===== src/sv/ced_pkg.sv =====
// package with sizes, register codes, class codes and helpers of the cross filter
`timescale 1ns / 1ps
`default_nettype none

package ced_pkg;

    localparam int MAX_WIDTH  = 1024;
    localparam int MAX_HEIGHT = 1024;

    localparam int COL_W  = $clog2(MAX_WIDTH);
    localparam int ROW_W  = (MAX_HEIGHT > 1) ? $clog2(MAX_HEIGHT) : 1;
    localparam int DIM_W  = 11;
    localparam int PIX_W  = 8;
    localparam int IDX_W  = 2;

    localparam logic [DIM_W-1:0] MAX_W_DIM = DIM_W'(MAX_WIDTH);
    localparam logic [DIM_W-1:0] MAX_H_DIM = DIM_W'(MAX_HEIGHT);
    localparam logic [DIM_W-1:0] WIDTH_RST  = 11'd640;
    localparam logic [DIM_W-1:0] HEIGHT_RST = 11'd480;

    localparam logic [PIX_W-1:0] PIX_ZERO = 8'd0;
    localparam logic [PIX_W-1:0] PIX_FULL = 8'd255;

    // register indexes on the configuration port
    localparam logic [IDX_W-1:0] REG_OPERATION    = 2'd0;
    localparam logic [IDX_W-1:0] REG_FRAME_WIDTH  = 2'd1;
    localparam logic [IDX_W-1:0] REG_FRAME_HEIGHT = 2'd2;

    localparam logic OP_ERODE  = 1'b0;
    localparam logic OP_DILATE = 1'b1;

    // pixel class kept in the line store
    typedef logic [1:0] cls_t;
    localparam cls_t CLS_ZERO  = 2'd0;
    localparam cls_t CLS_FULL  = 2'd1;
    localparam cls_t CLS_OTHER = 2'd2;

    typedef struct packed {
        logic             last;
        logic [PIX_W-1:0] pixel;
    } result_t;

    function automatic cls_t classify(input logic [PIX_W-1:0] px);
        cls_t c;
        if (px == PIX_ZERO)
            c = CLS_ZERO;
        else if (px == PIX_FULL)
            c = CLS_FULL;
        else
            c = CLS_OTHER;
        return c;
    endfunction

    // zero counts as one, anything above the maximum is clamped
    function automatic logic [DIM_W-1:0] eff_dim(input logic [DIM_W-1:0] v,
                                                 input logic [DIM_W-1:0] maxv);
        logic [DIM_W-1:0] r;
        if (v == '0)
            r = DIM_W'(1);
        else if (v > maxv)
            r = maxv;
        else
            r = v;
        return r;
    endfunction

    // a present neighbour that forces the result away from the default
    function automatic logic triggers(input logic present, input logic op, input cls_t c);
        logic t;
        if (!present)
            t = 1'b0;
        else if (op == OP_ERODE)
            t = (c == CLS_FULL);
        else
            t = (c == CLS_ZERO);
        return t;
    endfunction

endpackage

`default_nettype wire


===== src/sv/ced_ram.sv =====
// generic simple dual-port ram, registered write-first read
`timescale 1ns / 1ps
`default_nettype none

module ced_ram #(
    parameter int WIDTH = 2,
    parameter int DEPTH = 1024
) (
    input  wire logic                       clk,
    input  wire logic                       wr_en,
    input  wire logic [$clog2(DEPTH)-1:0]   wr_addr,
    input  wire logic [WIDTH-1:0]           wr_data,
    input  wire logic [$clog2(DEPTH)-1:0]   rd_addr,
    output logic      [WIDTH-1:0]           rd_data
);

    logic [WIDTH-1:0] mem_reg [DEPTH];
    logic [WIDTH-1:0] rd_data_reg;

    always_ff @(posedge clk)
    begin
        if (wr_en)
        begin
            mem_reg[wr_addr] <= wr_data;
        end
        if (wr_en && (wr_addr == rd_addr))
        begin
            rd_data_reg <= wr_data;
        end
        else
        begin
            rd_data_reg <= mem_reg[rd_addr];
        end
    end

    assign rd_data = rd_data_reg;

endmodule

`default_nettype wire


===== src/sv/ced_out_buf.sv =====
// two-entry result buffer: output register plus skid stage
`timescale 1ns / 1ps
`default_nettype none

module ced_out_buf
    import ced_pkg::*;
(
    input  wire logic    clk,
    input  wire logic    rst_n,
    input  wire logic    in_valid,
    input  wire result_t in_data,
    output logic         in_ready,
    output logic         out_valid,
    output result_t      out_data,
    input  wire logic    out_ready
);

    logic    out_valid_reg, out_valid_next;
    logic    skid_valid_reg, skid_valid_next;
    result_t out_data_reg, out_data_next;
    result_t skid_data_reg, skid_data_next;

    always_comb
    begin
        out_valid_next  = out_valid_reg;
        skid_valid_next = skid_valid_reg;
        out_data_next   = out_data_reg;
        skid_data_next  = skid_data_reg;
        if (!out_valid_reg || out_ready)
        begin
            if (skid_valid_reg)
            begin
                out_valid_next  = 1'b1;
                out_data_next   = skid_data_reg;
                skid_valid_next = 1'b0;
            end
            else
            begin
                out_valid_next = in_valid;
                out_data_next  = in_data;
            end
        end
        else if (in_valid)
        begin
            skid_valid_next = 1'b1;
            skid_data_next  = in_data;
        end
    end

    always_ff @(posedge clk or negedge rst_n)
    begin
        if (!rst_n)
        begin
            out_valid_reg  <= 1'b0;
            skid_valid_reg <= 1'b0;
        end
        else
        begin
            out_valid_reg  <= out_valid_next;
            skid_valid_reg <= skid_valid_next;
        end
    end

    always_ff @(posedge clk)
    begin
        out_data_reg  <= out_data_next;
        skid_data_reg <= skid_data_next;
    end

    assign in_ready  = !skid_valid_reg;
    assign out_valid = out_valid_reg;
    assign out_data  = out_data_reg;

endmodule

`default_nettype wire


===== src/sv/cross_erode_dilate_stream.sv =====
// top level of the streaming cross-shaped erosion / dilation filter
//
// channel   direction  signals                        contents
// s_axis    in         s_tvalid s_tready s_tdata      pixel_in [7:0]
//                      s_tuser                        flush
// m_axis    out        m_tvalid m_tready m_tdata      pixel_out [7:0]
//                      m_tlast                        frame_end
// cfg       in         cfg_wr_en cfg_index cfg_wdata  0 operation, 1 width, 2 height
//
// one transaction per clock while s_tready is high; the result of an item is
// registered into the output register, or into the skid stage when
// the output register is stalled
// the line store is two banks of MAX_WIDTH classes, one read port each, read
// one position ahead so data is ready when the next transaction arrives
// s_tready drops only when both output register and skid stage hold results
// reset clears position counters and loads configuration defaults; no clearing pass, the
// store is only read where the current frame has already written it
`timescale 1ns / 1ps
`default_nettype none

module cross_erode_dilate_stream
    import ced_pkg::*;
(
    input  wire logic                 clk,
    input  wire logic                 rst_n,
    // input stream
    input  wire logic                 s_tvalid,
    output logic                      s_tready,
    input  wire logic [PIX_W-1:0]     s_tdata,   // [7:0] pixel_in
    input  wire logic                 s_tuser,   // [0] flush
    // output stream
    output logic                      m_tvalid,
    input  wire logic                 m_tready,
    output logic      [PIX_W-1:0]     m_tdata,   // [7:0] pixel_out
    output logic                      m_tlast,
    // configuration writes
    input  wire logic                 cfg_wr_en,
    input  wire logic [IDX_W-1:0]     cfg_index,
    input  wire logic [DIM_W-1:0]     cfg_wdata
);

    // configuration registers
    logic             op_reg, op_next;
    logic [DIM_W-1:0] width_reg, width_next;
    logic [DIM_W-1:0] height_reg, height_next;

    // position of the next result and first-row intake count
    logic [ROW_W-1:0] row_reg, row_next;
    logic [COL_W-1:0] col_reg, col_next;
    logic [DIM_W-1:0] seen_reg, seen_next;

    // sliding window on the current row: column c-1, column c,
    // and column 0 of the row being collected
    cls_t left_reg, left_next;
    cls_t mid_reg, mid_next;
    cls_t first_reg, first_next;

    logic             accept;
    logic [DIM_W-1:0] w_eff;
    logic [DIM_W-1:0] h_eff;
    logic [DIM_W-1:0] col_inc;
    logic [DIM_W-1:0] row_inc;
    logic             intake;
    logic             in_valid;
    logic             up_p, left_p, right_p;
    logic             hit;
    logic             last;
    cls_t             down_cls;
    cls_t             up_cls;
    cls_t             right_cls;

    // line store banks, bank index is the row parity
    logic             wr_en0, wr_en1;
    logic [COL_W-1:0] wr_addr;
    cls_t             wr_data;
    logic [COL_W-1:0] rd_addr0, rd_addr1;
    logic [COL_W-1:0] col_ahead;
    cls_t             rd_data0, rd_data1;

    logic             produce;
    result_t          res;
    result_t          out_res;

    assign accept   = s_tvalid && s_tready;
    assign w_eff    = eff_dim(width_reg, MAX_W_DIM);
    assign h_eff    = eff_dim(height_reg, MAX_H_DIM);
    assign col_inc  = DIM_W'(col_reg) + DIM_W'(1);
    assign row_inc  = DIM_W'(row_reg) + DIM_W'(1);
    assign intake   = seen_reg < w_eff;
    assign in_valid = row_inc < h_eff;
    assign down_cls = classify(s_tdata);

    // parity of the current row picks which bank feeds right and which feeds up
    assign right_cls = row_reg[0] ? rd_data1 : rd_data0;
    assign up_cls    = row_reg[0] ? rd_data0 : rd_data1;

    assign up_p    = (row_reg != '0);
    assign left_p  = (col_reg != '0);
    assign right_p = (col_inc < w_eff);

    assign hit = triggers(up_p, op_reg, up_cls) || triggers(in_valid, op_reg, down_cls) ||
                 triggers(left_p, op_reg, left_reg) || triggers(right_p, op_reg, right_cls);

    assign last = (row_inc == h_eff) && (col_inc == w_eff);

    always_comb
    begin
        op_next     = op_reg;
        width_next  = width_reg;
        height_next = height_reg;
        row_next    = row_reg;
        col_next    = col_reg;
        seen_next   = seen_reg;
        left_next   = left_reg;
        mid_next    = mid_reg;
        first_next  = first_reg;
        wr_en0      = 1'b0;
        wr_en1      = 1'b0;
        wr_addr     = col_reg;
        wr_data     = down_cls;
        produce     = 1'b0;
        res.last    = last;
        res.pixel   = (op_reg == OP_ERODE) ? (hit ? PIX_FULL : PIX_ZERO)
                                           : (hit ? PIX_ZERO : PIX_FULL);

        if (accept)
        begin
            if (intake)
            begin
                // first row goes straight into bank 0, flush items are dropped
                if (!s_tuser)
                begin
                    wr_en0    = 1'b1;
                    wr_addr   = seen_reg[COL_W-1:0];
                    seen_next = seen_reg + DIM_W'(1);
                    if (seen_reg == '0)
                    begin
                        mid_next = down_cls;
                    end
                end
            end
            else if (!(in_valid && s_tuser))
            begin
                produce = 1'b1;
                if (in_valid)
                begin
                    // row below lands in the bank of the row above, same column
                    wr_en0 = row_reg[0];
                    wr_en1 = !row_reg[0];
                    if (col_reg == '0)
                    begin
                        first_next = down_cls;
                    end
                end
                left_next = mid_reg;
                if (last)
                begin
                    row_next  = '0;
                    col_next  = '0;
                    seen_next = '0;
                end
                else if (col_inc == w_eff)
                begin
                    col_next = '0;
                    row_next = row_reg + ROW_W'(1);
                    mid_next = (col_reg == '0) ? down_cls : first_reg;
                end
                else
                begin
                    col_next = col_reg + COL_W'(1);
                    mid_next = right_cls;
                end
            end
        end

        if (cfg_wr_en)
        begin
            unique case (cfg_index)
                REG_OPERATION:
                begin
                    op_next = cfg_wdata[0];
                end
                REG_FRAME_WIDTH:
                begin
                    width_next = cfg_wdata;
                    row_next   = '0;
                    col_next   = '0;
                    seen_next  = '0;
                end
                REG_FRAME_HEIGHT:
                begin
                    height_next = cfg_wdata;
                    row_next    = '0;
                    col_next    = '0;
                    seen_next   = '0;
                end
                default:
                begin
                    op_next = op_reg;
                end
            endcase
        end
    end

    // read addresses follow the next position: right neighbour from the
    // current row's bank, up neighbour from the other bank
    assign col_ahead = col_next + COL_W'(1);
    assign rd_addr0  = row_next[0] ? col_next : col_ahead;
    assign rd_addr1  = row_next[0] ? col_ahead : col_next;

    always_ff @(posedge clk or negedge rst_n)
    begin
        if (!rst_n)
        begin
            op_reg     <= OP_ERODE;
            width_reg  <= WIDTH_RST;
            height_reg <= HEIGHT_RST;
            row_reg    <= '0;
            col_reg    <= '0;
            seen_reg   <= '0;
        end
        else
        begin
            op_reg     <= op_next;
            width_reg  <= width_next;
            height_reg <= height_next;
            row_reg    <= row_next;
            col_reg    <= col_next;
            seen_reg   <= seen_next;
        end
    end

    always_ff @(posedge clk)
    begin
        left_reg  <= left_next;
        mid_reg   <= mid_next;
        first_reg <= first_next;
    end

    ced_ram #(
        .WIDTH ($bits(cls_t)),
        .DEPTH (MAX_WIDTH)
    ) u_bank0 (
        .clk     (clk),
        .wr_en   (wr_en0),
        .wr_addr (wr_addr),
        .wr_data (wr_data),
        .rd_addr (rd_addr0),
        .rd_data (rd_data0)
    );

    ced_ram #(
        .WIDTH ($bits(cls_t)),
        .DEPTH (MAX_WIDTH)
    ) u_bank1 (
        .clk     (clk),
        .wr_en   (wr_en1),
        .wr_addr (wr_addr),
        .wr_data (wr_data),
        .rd_addr (rd_addr1),
        .rd_data (rd_data1)
    );

    ced_out_buf u_out_buf (
        .clk       (clk),
        .rst_n     (rst_n),
        .in_valid  (produce),
        .in_data   (res),
        .in_ready  (s_tready),
        .out_valid (m_tvalid),
        .out_data  (out_res),
        .out_ready (m_tready)
    );

    assign m_tdata = out_res.pixel;
    assign m_tlast = out_res.last;

endmodule

`default_nettype wire


===== config.mk =====
export PLATFORM = sky130hd
export DESIGN_NAME = cross_erode_dilate_stream
export DESIGN_NICKNAME = d
export VERILOG_FILES = /design/src/sv/ced_pkg.sv /design/src/sv/ced_ram.sv /design/src/sv/ced_out_buf.sv /design/src/sv/cross_erode_dilate_stream.sv
export SDC_FILE = /design/constraint.sdc
export NUM_CORES = 2
export LEC_CHECK = 0
export BUFFER_PORTS_ARGS = -buffer_cell sky130_fd_sc_hd__clkbuf_2
export CORE_MARGIN = 2
export CORE_UTILIZATION = 40
export DETAILED_ROUTE_END_ITERATION = 12
export SLEW_MARGIN = 20
export SYNTH_ARGS = -nofsm -noshare
export SYNTH_HDL_FRONTEND = slang
export SYNTH_HIERARCHICAL = 1
export SYNTH_SLANG_ARGS = --single-unit

===== constraint.sdc =====
create_clock -name clk -period 9.5 [get_ports clk]
set_input_delay 0.95 -clock clk [delete_from_list [all_inputs] [get_ports clk]]
set_output_delay 0.95 -clock clk [all_outputs]
set_load 0.005 [all_outputs]

==> metrics.txt <==
WP depth=16; ys async rst share=1.33%; final slew viol count=0; Yosys warning total=6; layout overhead on the synthesized area=11.5%; Slowest-stage cell, CP=dfxtp_4; vias per cell=5.98; leakage power=0.0591 uW; Max Root-Sink Buffers=4; critical path endpoint category=flop; critical-path cell list=buf_4, mux2i_1, o221ai_1, o22ai_1, a2111oi_2, o221ai_1, a31oi_1, o22ai_1, nand4_1, xnor2_1, nor2_1, a21oi_1, o221ai_1, a31o_2, a21oi_2, mux2_2; flops & latches, synth=4196; Tot GR Track Use=about 22%; synthesized area=173000 sq um; post-cts sizing count=0; top cell type's share of synthesized area=71.3%; Detailed Route Iter0 Violations=around 14000; gr ovfl total=0; Pwr Total=38000 uW; library cells used by synthesis=96; Die Y-Extent=around 660 microns; Placeable Area=roughly 430000 sq um; f_max=141 MHz; fin crit share=74.8%; Post-Syn Nets=10249; vias in the first global route=97890; final core utilization=44.8%; I/O pin total=38; Worst VDD drop=0.000155 V; Post-synth EDFFs=slightly above 4000; Final Hold Vio Count=0; Final GP Congestion=between 0.8 and 0.9; first-pass GRT wire length=696 mm; Post-CTS Hold Fix Bufs=0; top cells by area, synth=edfxtp_1 71%, mux4_2 12%, nor2_1 4.7%; Top Family by Delay on Critical Path=compound AO/OA/AOI/OAI gates; DP Wirelength=278 mm; most frequent cell after synthesis=edfxtp_1; critical path fanouts, max=38; Post-CTS Setup Bufs=0; Cells after Synth=just over 10000; Root Buffer=clkbuf_16; setup slack at placement=about 2000 ps; TritonCTS sink count=approximately 4200; Die ar.=roughly 440000 sq um; Worst Path Buf+Inv=1; DR pass1 iterations=6; Num CTS Buffers=around 420; post-synth top area cell=edfxtp_1; pin count of the biggest net entering global routing=approximately 260; Fin Setup TNS=0 ps; initial antenna violation count=30; PortBufs=37; final setup fails=0; Die W=around 660 microns; layout cells sized above 1=around 20%; PwrDens=196 nW/um^2; Post-synth top flop=edfxtp_1; DR WL/cell=30.3 microns; fin crit period=7100 ps; row count=241; Critical Path Max Stage Delay=980 ps; H-tree depth=5; Fillers=between 30000 and 40000; status=complete, no violations; Hold WC Path Type=input port to async pin; most frequent CP cell=o221ai_1; Max Cap Viol=0; TritonCTS clock tree=yes; final worst slack=2400 ps; Slew HR=between 10 and 15%; sequential share of the synthesized area=72.4%; Crit path required time=10350 ps; vias=96423; critical path type=flop to flop; Final #Nets=10130; Routed Antenna Nets=0; Synth top cells by count=4120 x edfxtp_1, 2158 x nor2_1, 898 x mux4_2, 496 x clkbuf_1, 413 x mux2i_1; Reg2Reg Depth=16; startpoint types=flop; Initial Utilization=40.2%; Worst-path clk slew=60 ps; Synth Area per Inst=~17 sq um; routed wire length=slightly below 500 mm; RSZ-0062 raised after global routing=false; clk_lat worst skew=980 ps; Clock Skew=59.1 ps; Worst Path Arrival=a little under 8000 ps; Post-route DRC=0; Worst Tran Pin Value=roughly 1300 ps
cell usage in the layout, fill, tap and decap left out, types with 54 or more instances in the layout:
master and count:
edfxtp_1 4120, nor3_1 95, clkinv_1 97, o22ai_1 90
clkinv_2 85, nand2_2 54, nor2_1 2149, clkbuf_16 418
nand2_1 190, o221ai_1 165, mux2i_1 413, mux4_2 898
o21ai_0 97, a22oi_1 93, buf_4 206, clkbuf_1 71
a21oi_1 170
power breakdown:
part / switching, uW / internal [uW]
clock: 7030 / 9350
combinational: 836 / 591
sequential: 69.7 / 20100
metrics by stage:
step                      hold WS [ps]  instances  area, sq um
after global routing               234      16116       193000
after global placement             404      15345       180000
final                              195      16123       193000
after CTS                          164      16110       193000
after floorplan                    400      10180       173000
after detailed placement           409      15350       180000
final timing paths:
kind / end / startpoint / slack [ps]
setup / recovery: u_out_buf/out_data[6] / flop / 2400
hold / removal: seen_reg[5] / rst_n / 190
setup reg to reg: u_out_buf/out_data[6] / flop / 2400
hold reg to reg: left_reg[0] / mid_reg[0] / 420
max in group asynchronous: row_reg[6] / rst_n / 8730
min in group clk: width_reg[0] / cfg_wdata[0] / 280
layer usage:
layer,part of all wire [%],vias to the layer above,global-route usage (%)
li1,-,39772,-
met1,39,50882,29.3
met2,48,4933,35.4
met3,9.7,830,4.18
met4,3.6,6,7.26
met5,0.0094,-,0
logic make-up after synthesis:
group,after synthesis,synth area share (%)
adders and majority gates,42,0.303
xor gates and xnor gates,33,0.167
muxes,1377,14.5
AOI/OAI and AO/OA,818,3.32
and+or+nand+nor,2864,6.84
buffers and inverters,850,2.51
DFF,4196,72.4
final cells by class:
class	instances	area [sq um]	area share [%]
inverters	34	134	0.0692
diodes	10	25.0	0.0129
clock inverters	266	2620	1.36
repair buffers	279	2470	1.28
flip-flops and latches	4196	126000	64.9
clock buffers	494	10800	5.58
multi-input cells	5134	44600	23.1
well taps	5710	7140	3.70
No activity file was read; power rests on OpenSTA's default activity.
